**src/whpp_pkg.sv**
```systemverilog
`default_nettype none

package whpp_pkg;

   localparam int unsigned INDEX_BITS_DEFAULT  = 16;
   localparam int unsigned SAMPLE_BITS_DEFAULT = 32;

   // width of the offset register as it is written on the csr port
   localparam int unsigned CSR_BITS = 16;

   typedef enum logic [1:0] {
      STATUS_FOUND   = 2'd0,
      STATUS_NO_PEAK = 2'd1,
      STATUS_SHORT   = 2'd2
   } status_type;

endpackage

`default_nettype wire

```
**src/windowed_highest_peak_picker.sv**
```systemverilog
// Highest local maximum of a window of samples. Samples of one window arrive in
// order on req, tlast on the final one. Position p (from 0) is a peak when it
// rises above p-1 and p+1 does not exceed it; the last three samples of a window
// never yield a peak. Each sample passes through a single register stage, so a
// word is accepted every cycle while the result side keeps up; only a tlast word
// waits when the result register is still full. On tlast one word leaves on
// rsp: the highest peak's position plus the csr offset (saturating), its value,
// and a status (found, no peak, or window shorter than 3 samples).
// The offset may only be written while the block is idle.
`default_nettype none

module windowed_highest_peak_picker #(
   parameter int unsigned INDEX_BITS  = whpp_pkg::INDEX_BITS_DEFAULT,
   parameter int unsigned SAMPLE_BITS = whpp_pkg::SAMPLE_BITS_DEFAULT,
   localparam int unsigned REQ_BITS   = ((SAMPLE_BITS + 7) / 8) * 8,
   localparam int unsigned RSP_USED   = INDEX_BITS + SAMPLE_BITS + 2,
   localparam int unsigned RSP_BITS   = ((RSP_USED + 7) / 8) * 8
) (
   input  wire logic                          clock,
   input  wire logic                          reset,

   input  wire logic                          req_tvalid,
   output      logic                          req_tready,
   input  wire logic [REQ_BITS-1:0]           req_tdata,  // sample
   input  wire logic                          req_tlast,  // last_sample

   output      logic                          rsp_tvalid,
   input  wire logic                          rsp_tready,
   output      logic [RSP_BITS-1:0]           rsp_tdata,  // peak_index, peak_value, status

   input  wire logic                          csr_valid,
   output      logic                          csr_ready,
   input  wire logic [whpp_pkg::CSR_BITS-1:0] csr_data    // index_offset
);

   localparam logic [INDEX_BITS-1:0] POS_MAX = {INDEX_BITS{1'b1}};

   logic [INDEX_BITS-1:0] offset_ff, offset_in;

   logic signed [SAMPLE_BITS-1:0] prev_ff, prev_in;
   logic                          rising_ff, rising_in;
   logic [INDEX_BITS-1:0]         pos_ff, pos_in;
   logic                          best_valid_ff, best_valid_in;
   logic signed [SAMPLE_BITS-1:0] best_value_ff, best_value_in;
   logic [INDEX_BITS-1:0]         best_pos_ff, best_pos_in;
   logic [1:0]                    pend_valid_ff, pend_valid_in;
   logic signed [SAMPLE_BITS-1:0] pend_value_ff [2];
   logic signed [SAMPLE_BITS-1:0] pend_value_in [2];
   logic [INDEX_BITS-1:0]         pend_pos_ff [2];
   logic [INDEX_BITS-1:0]         pend_pos_in [2];

   logic                rsp_valid_ff, rsp_valid_in;
   logic [RSP_BITS-1:0] rsp_data_ff, rsp_data_in;

   logic                           req_take;
   logic signed [SAMPLE_BITS-1:0]  sample;
   logic                           peak_here;
   logic                           confirm;
   logic [whpp_pkg::CSR_BITS+INDEX_BITS-1:0] csr_ext;
   logic [INDEX_BITS:0]            index_sum;
   logic [INDEX_BITS-1:0]          peak_index;
   logic signed [SAMPLE_BITS-1:0]  peak_value;
   whpp_pkg::status_type           status;

   assign sample    = req_tdata[SAMPLE_BITS-1:0];
   // only a tlast word needs room in the result register
   assign req_tready = !rsp_valid_ff || rsp_tready || !req_tlast;
   assign req_take  = req_tvalid && req_tready;

   assign csr_ready = 1'b1;
   assign csr_ext   = {{INDEX_BITS{1'b0}}, csr_data};
   assign offset_in = (csr_valid && csr_ready) ? csr_ext[INDEX_BITS-1:0] : offset_ff;

   always_comb begin
      // candidate from two samples ago joins the best-peak compare
      confirm = pend_valid_ff[1] && (!best_valid_ff || (pend_value_ff[1] > best_value_ff));
      best_valid_in = best_valid_ff || confirm;
      best_value_in = confirm ? pend_value_ff[1] : best_value_ff;
      best_pos_in   = confirm ? pend_pos_ff[1] : best_pos_ff;

      peak_here = (pos_ff >= INDEX_BITS'(2)) && rising_ff && (sample <= prev_ff);
      pend_valid_in    = {pend_valid_ff[0], peak_here};
      pend_value_in[1] = pend_value_ff[0];
      pend_pos_in[1]   = pend_pos_ff[0];
      pend_value_in[0] = prev_ff;
      pend_pos_in[0]   = pos_ff - INDEX_BITS'(1);

      rising_in = (pos_ff != '0) && (sample > prev_ff);
      prev_in   = sample;
      pos_in    = (pos_ff == POS_MAX) ? pos_ff : pos_ff + INDEX_BITS'(1);

      index_sum = {1'b0, offset_ff} + {1'b0, best_pos_in};
      if (pos_ff < INDEX_BITS'(2)) begin
         status     = whpp_pkg::STATUS_SHORT;
         peak_index = '0;
         peak_value = '0;
      end else if (!best_valid_in) begin
         status     = whpp_pkg::STATUS_NO_PEAK;
         peak_index = '0;
         peak_value = '0;
      end else begin
         status     = whpp_pkg::STATUS_FOUND;
         peak_index = index_sum[INDEX_BITS] ? POS_MAX : index_sum[INDEX_BITS-1:0];
         peak_value = best_value_in;
      end

      rsp_data_in = RSP_BITS'({status, peak_value, peak_index});
      rsp_valid_in = rsp_valid_ff && !rsp_tready;
      if (req_take && req_tlast) begin
         rsp_valid_in = 1'b1;
      end
   end

   always_ff @(posedge clock) begin
      if (reset) begin
         offset_ff     <= '0;
         rising_ff     <= 1'b0;
         pos_ff        <= '0;
         best_valid_ff <= 1'b0;
         pend_valid_ff <= '0;
         rsp_valid_ff  <= 1'b0;
      end else begin
         offset_ff    <= offset_in;
         rsp_valid_ff <= rsp_valid_in;
         if (req_take) begin
            if (req_tlast) begin
               rising_ff     <= 1'b0;
               pos_ff        <= '0;
               best_valid_ff <= 1'b0;
               pend_valid_ff <= '0;
            end else begin
               rising_ff     <= rising_in;
               pos_ff        <= pos_in;
               best_valid_ff <= best_valid_in;
               pend_valid_ff <= pend_valid_in;
            end
         end
      end
   end

   always_ff @(posedge clock) begin
      if (req_take) begin
         prev_ff        <= prev_in;
         best_value_ff  <= best_value_in;
         best_pos_ff    <= best_pos_in;
         pend_value_ff  <= pend_value_in;
         pend_pos_ff    <= pend_pos_in;
      end
      if (req_take && req_tlast) begin
         rsp_data_ff <= rsp_data_in;
      end
   end

   assign rsp_tvalid = rsp_valid_ff;
   assign rsp_tdata  = rsp_data_ff;

   // a window closes with all of its state cleared
   assert property (@(posedge clock) disable iff (reset)
      (req_tvalid && req_tready && req_tlast) |=>
         (pos_ff == '0) && !best_valid_ff && (pend_valid_ff == '0))
      else $error("window state not cleared after last word");

   // the second pending slot fills no earlier than position 4 (earliest peak is at 1)
   assert property (@(posedge clock) disable iff (reset)
      pend_valid_ff[1] |-> (pos_ff >= INDEX_BITS'(4)))
      else $error("pending peak too early in window");

   // results without a peak carry zero position and value
   assert property (@(posedge clock) disable iff (reset)
      (rsp_valid_ff && (rsp_data_ff[RSP_USED-1 -: 2] != whpp_pkg::STATUS_FOUND)) |->
         (rsp_data_ff[INDEX_BITS+SAMPLE_BITS-1:0] == '0))
      else $error("nonzero payload on a result without a peak");

endmodule

`default_nettype wire
```
**config.mk**
```make
export PLATFORM = sky130hd
export DESIGN_NAME = windowed_highest_peak_picker
export DESIGN_NICKNAME = d
export VERILOG_FILES = /design/src/whpp_pkg.sv /design/src/windowed_highest_peak_picker.sv
export SDC_FILE = /design/constraint.sdc
export NUM_CORES = 1
export LEC_CHECK = 0
export ABC_AREA = 1
export BUFFER_PORTS_ARGS = -buffer_cell sky130_fd_sc_hd__buf_2
export CORE_MARGIN = 2
export CORE_UTILIZATION = 50
export CTS_BUF_LIST = sky130_fd_sc_hd__clkbuf_8
export CTS_CLUSTER_DIAMETER = 80
export DETAILED_ROUTE_END_ITERATION = 7
export PLACE_DENSITY_LB_ADDON = 0.08
export SLEW_MARGIN = 0
export SYNTH_ARGS = -nofsm -noshare
export SYNTH_HDL_FRONTEND = slang
export SYNTH_SLANG_ARGS = --single-unit
```
**constraint.sdc**
```tcl
create_clock -name clock -period 8.8 [get_ports clock]
set_clock_uncertainty 0.05 [all_clocks]
set_input_delay 1.32 -clock clock [delete_from_list [all_inputs] [get_ports clock]]
set_output_delay 1.32 -clock clock [all_outputs]
set_load 0.05 [all_outputs]
```
; Word-level counts from Yosys, hierarchy flattened
; Index checks and enable logic that the tools add are counted.
[word_totals]
in_bits = 54
word_cells = 54
ff_bits = 263
output_inout_bits = 59
[classes]
n_mux = 10
bitwise_logic = 1
n_reduce_logical = 18
order_cmp = 5
eq_ne = 2
add_sub_neg = 3
[ops]
columns = cell, n
row1 = greater-than comparator 32 bit, 2
row2 = 2-to-1 mux 16 bit, 4
row3 = <= comparator 32 bit, 1
row4 = 2-to-1 mux 32 bit, 1
row5 = adder 16 x 16 -> 17 bit, 1
row6 = adder 16 x 1 -> 16 bit (second input constant), 1
row7 = == test 16 bit (second input constant), 1
row8 = greater-or-equal comparator 16 x 2 -> 1 bit (second input constant), 1
row9 = < comparator 16 x 2 -> 1 bit (second input constant), 1
row10 = nonzero test 16 bit, 1
row11 = subtractor 16 x 1 -> 16 bit (second input constant), 1
row12 = logical AND 1 bit, 7
row13 = zero test 1 bit, 4
row14 = logical OR 1 bit, 4
row15 = 2-to-1 mux 1 bit, 4
row16 = 2-to-1 mux 2 bit, 1
row17 = inequality test 2 bit (second input constant), 1
row18 = AND reduction 2 bit, 1
row19 = OR reduction 2 bit, 1
row20 = NOT 1 bit, 1

; Logic depth before layout (Yosys ltp)
; Gate-level depths: netlist of the first run.
[logic_depth]
ltp_word = 6
depth_mapped = 34
depth_no_buf = 31

; Least setup slack after synthesis of the first run
; OpenSTA, ideal clock, no wires.
[synth_path]
path_kind = input to register
start = in rsp_tready
end = reg rsp_data_ff[0], in the netlist rsp_tdata[0] (enable)
arrival_ns = 6.889
required_ns = 8.345
stages = 6
setup_slack_ns = 1.456
n_path_buf = 0
setup_time_ns = 0.405
cell_sequence = nor2_1 nand2_1 nand2_1 inv_1 nand2_1 inv_1
[synth_between]
elab_chain_len = 4
[synth_rtl]
columns = element, line_no
row1 = "start, declared", windowed_highest_peak_picker.sv:28  ; input wire logic rsp_tready,
row2 = logical OR 1 bit (2 in a row), windowed_highest_peak_picker.sv:67  ; assign req_tready = !rsp_valid_ff || rsp_tready || !req_tlast;
row3 = net req_tready, windowed_highest_peak_picker.sv:23  ; output logic req_tready,
row4 = logical AND 1 bit, windowed_highest_peak_picker.sv:68  ; assign req_take = req_tvalid && req_tready;
row5 = net req_take, windowed_highest_peak_picker.sv:55  ; logic req_take;
row6 = logical AND 1 bit, windowed_highest_peak_picker.sv:149  ; if (req_take && req_tlast) begin
row7 = "end signal, assigned", windowed_highest_peak_picker.sv:150  ; rsp_data_ff <= rsp_data_in;
row8 = "end, declared", windowed_highest_peak_picker.sv:53  ; logic [RSP_BITS-1:0] rsp_data_ff, rsp_data_in;
; The timed path passes the listed nets, and every way through them passes these cells.
; A chain may end at the register's enable or synchronous reset.

; Worst setup path after layout of the first run
[layout_path]
start = reg pend_value_ff[31] (netlist name)
end = reg rsp_data_ff[6], in the netlist rsp_tdata[6], data pin
[layout_between]
elab_chain_len = 6
word_cells_on_any_way = 9
cone_classes = 1 x add/sub / 1 x order compare / 2 x mux / 1 x bitwise / 4 x reduce/logical
[layout_rtl]
columns = element, line_no
row1 = "start, declared", windowed_highest_peak_picker.sv:47  ; logic signed [SAMPLE_BITS-1:0] pend_value_ff [2];
row2 = "start signal, assigned", windowed_highest_peak_picker.sv:146  ; pend_value_ff <= pend_value_in;
row3 = greater-than comparator 32 bit, windowed_highest_peak_picker.sv:76  ; confirm = pend_valid_ff[1] && (!best_valid_ff || (pend_value_ff[1] > best_value_ff));
row4 = logical OR 1 bit, windowed_highest_peak_picker.sv:76
row5 = logical AND 1 bit, windowed_highest_peak_picker.sv:76
row6 = 2-to-1 mux 16 bit, windowed_highest_peak_picker.sv:79  ; best_pos_in = confirm ? pend_pos_ff[1] : best_pos_ff;
row7 = net best_pos_in[0], windowed_highest_peak_picker.sv:45  ; logic [INDEX_BITS-1:0] best_pos_ff, best_pos_in;
row8 = adder 16 x 16 -> 17 bit, windowed_highest_peak_picker.sv:92  ; index_sum = {1'b0, offset_ff} + {1'b0, best_pos_in};
row9 = 2-to-1 mux 16 bit, windowed_highest_peak_picker.sv:103  ; peak_index = index_sum[INDEX_BITS] ? POS_MAX : index_sum[INDEX_BITS-1:0];
; The timed path passes the listed nets, and every way through them passes these cells.

==> results.md, run 1 <==
* Yosys warnings at 0
* Via/cell ratio at 4.88
* N_diodes at 0
* HP Start: pend_pos_ff[20]$_DFFE_PP_
* Pleak at 6.38 nW
* Share of cells above drive strength 1 at 0.150
* Row count at 57
* 1st-iter DRT viols at 503
* Vias in the first global route at 8013
* Core area at 24300 sq um
* Critical R2R Launch: pend_value_ff[31]$_DFFE_PP_
* Horiz. Die Dim at 162 um
* DIE AREA at 26100 sq um
* Leading area contributor after synthesis: edfxtp_1
* Synth top area share at 0.547
* Fin crit share at 0.509
* Commonest cells after routing, fill and taps aside: 226 x edfxtp_1, 216 x nand2_1, 208 x inv_1
* Setup_tns at 0 ns
* Final net count at 1452
* Most common cell after layout, fill and taps aside: edfxtp_1
* Grt total ovfl at 0
* Initial antenna violation count at 0
* Worst Path Arrival at 4.80 ns
* Routed vias at 8117
* Worst Hold Class: reg -> reg
* Largest net degree at the start of global routing at 94
* CTS tree: done
* Sequential share of the synthesized area at 0.607
* Worst EP required at 9.12 ns
* Drt first pass iters at 6
* Power density over cell area at 191 nW/um^2
* Mapped Cells at 1186
* Most frequent CP cell: nand2_1
* Starting Density at 0.510
* VDD IR-drop max at 121 uV
* Crit-path cells: ha_1 -> a21oi_1 -> o21a_1 -> nand2_1 -> a21oi_1 -> nand3_1 -> nand3_1 -> nand2_2 -> nand2_2 -> buf_4 -> nand2_1 -> nand2_1 -> ha_1 -> inv_1 -> fa_1 -> o21ai_1 -> a21oi_1 -> o21ai_1 -> nand3_1 -> nand2_1 -> inv_1 -> a31oi_1
* WL final at 23700 um
* DPL Wire Length at 16200 um
* Pre-CTS WS at 4.32 ns
* CTS Hold Bufs at 0
* Post-CTS setup buffers at 0
* Hold Fails Final Rpt at 0
* DRT antenna net count at 0
* Total track usage at 0.186
* I/O Pins at 113
* P&R area growth vs syn at 12.6%
* Max-cap violations at 0
* Crit path max-delay family: compound AO/OA/AOI/OAI gates
* Synth area leaders: edfxtp_1 55%, ha_1 8.6%, nand2_1 6.5%, dfxtp_1 6.0%, inv_1 5.9%
* Hold WS at 0.363 ns
* Worst-path clk slew at 0.06 ns
* Latest clock arrival within the worst-skew pair at 0.54 ns
* Port bufs at 105
* Routed length per instance at 14.2 um
* CTS buffer count at 43
* CP Launch Point: pend_value_ff[31]$_DFFE_PP_
* Status: completed
* RSZ-0062 raised after global routing: false
* DP Area at 13200 sq um
* GPL Wtd Cong at 0.849
* Crit-path max FO at 48
* Crit path largest cell delay at 0.48 ns
* Final setup viols at 0
* CP Buf/Inv Count at 3
* Crit end category: register
* Worst slew margin relative to its limit at 0.269
* Netlist Area Pre-Place at 12400 sq um
* Fmax at 223 MHz
* CP startpoint kind: register
* Die H at 162 um
* Period minus WS final at 4.48 ns
* Post_cts resized at 0
* CTS root buf: clkbuf_8
* Detailed-route DRC error count at 0
* First-pass GRT wire length at 38900 um
* # clock sinks at 263
* H-tree depth at 2
* Pins Over Slew Limit at 0
* Worst-Margin Slew at 1.10 ns
* CTS Buffer Depth at 3
* Total power at 2.67 mW
* Post-Syn Area per Cell at 10.5 sq um
* Flops & latches, synth at 263
* Slowest-stage cell, CP: buf_4
* Cell variety after synth at 42
* Post-route setup slack at 4.32 ns
* Design Area, Final at 14000 sq um
* Crit Path Class: reg -> reg
==> cell type report <==
type                    instances  area [sq um]
clock inverters                26           100
inverters                     200           756
flip-flops and latches        263          7530
clock buffers                  48           661
fillers                      2109         10400
well taps                     324           405
repair buffers                111           571
multi-input cells             693          3950
==> power breakdown <==
part	internal, mW	switching [mW]
clock	0.494	0.458
combinational	0.0862	0.184
sequential	1.43	0.0225
==> cell usage after synthesis, drive strengths merged <==
cell type / instances
edfxtp: 226
nand2: 224
inv: 198
nor2: 111
ha: 85
nand3: 74
a21oi: 62
o21ai: 45
dfxtp: 37
buf: 25
nor3: 15
xor2: 15
nand4: 14
clkbuf: 10
or2: 7
a31oi: 6
a21o: 5
xnor2: 4
a211oi: 2
a31o: 2
and3: 2
clkinv: 2
conb: 2
nand3b: 2
nor4: 2
o211ai: 2
o21a: 2
a2111oi: 1
a221oi: 1
a41oi: 1
fa: 1
o21bai: 1
==> sequential cells by signal, summed over array words and instances, names as in the netlist <==
signal and count:
prev_ff 32, pend_valid_ff 2, pend_pos_ff 32, rsp_tvalid 1
rsp_tdata 50, pend_value_ff 64, pos_ff 16, best_pos_ff 16
best_valid_ff 1, offset_ff 16, rising_ff 1, best_value_ff 32
==> metrics by stage <==
| step | utilization | std cells |
|---|---|---|
| after floorplan | - | 1191 |
| after global placement | 0.543 | 1591 |
| after detailed placement | 0.543 | 1591 |
| after CTS | 0.574 | 1665 |
| after global routing | 0.574 | 1665 |
| final | 0.574 | 1665 |
==> final timing paths <==
| path | endpoint | slack (ns) | cells past startpoint |
|---|---|---|---|
| setup / recovery | rsp_tdata[6]$_SDFFCE_PP0P_ | 4.32 | 22 |
| hold reg to reg | pend_pos_ff[4]$_DFFE_PP_ | 0.36 | 0 |
| setup reg to reg | rsp_tdata[6]$_SDFFCE_PP0P_ | 4.32 | 22 |
| hold / removal | pend_pos_ff[4]$_DFFE_PP_ | 0.36 | 0 |
==> routing by layer <==
metal | part of all wire | track usage
met1 | 0.47 | 0.258
met2 | 0.45 | 0.297
met3 | 0.053 | 0.0342
met4 | 0.023 | 0.0641
met5 | 0 | 0
==> cells by family (layout without fill, tap and decap cells) <==
kind of cell    count (synthesis)  after routing  synth area share
buf+inv                       235            385            0.0768
simple gates                  451            451             0.158
xor+xnor                       19             19            0.0134
compound gates                130            130            0.0575
fa+ha+maj                      86             86            0.0873
flops                         263            263             0.607
other cells                     2              7          0.000605
Power figures use the tool's default switching activity.
==> run 2, diff against run 1 <==
clock period = 4.2 ns   (was 8.8 ns; I/O delays follow)
==> results.md, run 2 (synthesized netlist as in run 1, its figures left out) <==
* Detailed-route DRC error count at 0
* Max-cap violations at 0
* Crit end category: register
* Hold Fails Final Rpt at 0
* Placed Cells at 1597
* P&R area growth vs syn at 15.5%
* Grt total ovfl at 0
* Most common cell after layout, fill and taps aside: edfxtp_1
* Via/cell ratio at 4.81
* Initial antenna violation count at 1
* Routed vias at 8085
* Crit path largest cell delay at 0.44 ns
* Fin crit share at 0.920
* Core area at 24300 sq um
* CTS Buffer Depth at 3
* CP startpoint kind: register
* Commonest cells after routing, fill and taps aside: 226 x edfxtp_1, 211 x nand2_1, 199 x inv_1
* Post-Layout Cell Count at 1682
* DPL Wire Length at 16200 um
* Period minus WS final at 3.86 ns
* Routed length per instance at 14.1 um
* DIE AREA at 26100 sq um
* Setup_tns at 0 ns
* VDD IR-drop max at 249 uV
* Worst-Margin Slew at 0.811 ns
* Total power at 5.98 mW
* Largest Register: pend_value_ff
* Latest clock arrival within the worst-skew pair at 0.56 ns
* Pre-CTS WS at 0.0789 ns
* Post-route setup slack at 0.338 ns
* RSZ-0062 raised after global routing: false
* Power density over cell area at 418 nW/um^2
* Slowest-stage cell, CP: edfxtp_1
* Worst slew margin relative to its limit at 0.454
* Crit-path cells: ha_4 -> nand2_1 -> nor2_2 -> nand2_1 -> nor2_2 -> nand2_1 -> nand2_1 -> nand2_1 -> nand3_1 -> nand2_2 -> buf_8 -> buf_4 -> nand3_1 -> nand2_1 -> ha_1 -> a21oi_1 -> nor2_1 -> nor2_1 -> nand3_1 -> a31o_2 -> or2_2 -> nand3_1 -> nand2_1 -> inv_1
* Final net count at 1463
* Final setup viols at 0
* Pins Over Slew Limit at 0
* Post-layout util at 0.589
* Max reg flops at 64
* N_diodes at 0
* Crit-path max FO at 14
* GPL Wtd Cong at 0.838
* Starting Density at 0.510
* Worst-path clk slew at 0.06 ns
* CTS buffer count at 45
* Fmax at 259 MHz
* Die H at 162 um
* # clock sinks at 263
* Worst Path Arrival at 4.22 ns
* CTS root buf: clkbuf_8
* Pleak at 6.50 nW
* Crit Path Class: reg -> reg
* WL final at 23700 um
* First-pass GRT wire length at 38900 um
* Horiz. Die Dim at 162 um
* Worst Hold Class: in -> reg
* DRT antenna net count at 0
* Status: completed
* Vias in the first global route at 7781
* CTS tree: done
* Most frequent CP cell: nand2_1
* H-tree depth at 2
* I/O Pins at 113
* Total track usage at 0.185
* Largest net degree at the start of global routing at 118
* Drt first pass iters at 4
* Worst EP required at 4.56 ns
* Port bufs at 105
* 1st-iter DRT viols at 507
* Share of cells above drive strength 1 at 0.176
* Row count at 57
==> run 2: cell types whose count changed in the layout (fill, tap and decap cells not counted), sizes merged <==
cell      previous run  this run
buf                111       120
bufinv               0         5
clkbuf              48        46
clkinv              12        21
clkinvlp             0         3
inv                214       207
==> run 2: layer usage <==
| metal | track usage | share of wire | up-vias |
|---|---|---|---|
| li1 | - | - | 4243 |
| met1 | 0.261 | 0.48 | 3654 |
| met2 | 0.295 | 0.46 | 149 |
| met3 | 0.0372 | 0.044 | 37 |
| met4 | 0.0511 | 0.016 | 2 |
| met5 | 0 | 0.00068 | - |
==> run 2: power by group <==
group	internal [mW]	switching, mW	total [mW]
sequential	2.99	0.0485	3.04
combinational	0.189	0.390	0.579
clock	1.34	1.03	2.37
total	4.52	1.47	5.98
==> run 2: layout make-up <==
type	count	area, sq um
Sequential cell	263	7530
Timing Repair Buffer	120	671
Multi-Input combinational cell	693	4040
Fill cell	2076	9990
Clock inverter	36	289
Tap cell	324	405
Clock buffer	46	633
Inverter	200	763
==> run 2: path summary, 6_finish.rpt <==
path                               start                           to  slack (ns)  depth (start not counted)
max          pend_value_ff[31]$_DFFE_PP_  rsp_tdata[13]$_SDFFCE_PP0P_        0.34                         24
min                         req_tdata[9]         prev_ff[9]$_DFFE_PP_        0.22                          1
max reg2reg  pend_value_ff[31]$_DFFE_PP_  rsp_tdata[13]$_SDFFCE_PP0P_        0.34                         24
min reg2reg  pend_value_ff[62]$_DFFE_PP_  pend_value_ff[30]$_DFFE_PP_        0.36                          0
==> run 2: through the flow <==
stage	cell area, sq um	hold WS (ns)
2_1_floorplan	12500	0.350
3_3_place_gp	13300	0.351
3_5_place_dp	13300	0.355
4_1_cts	14200	0.179
5_1_grt	14300	0.186
6_report	14300	0.218
==> run 2: critical path, delay by kind of cell (launching register included) <==
family | cells | cell delay (ns)
flip-flops | 1 | 0.44
AND/OR/NAND/NOR | 17 | 1.77
adder cells (fa/ha/maj) | 2 | 0.69
buffers and inverters | 3 | 0.35
AO/OA/AOI/OAI | 2 | 0.44
==> run 2: repair_timing <==
action,CTS,global route
gates resized for setup,0,18
hold endpoints to repair,0,0
setup buffers,0,3
hold buffers,0,0
setup endpoints to repair,0,16
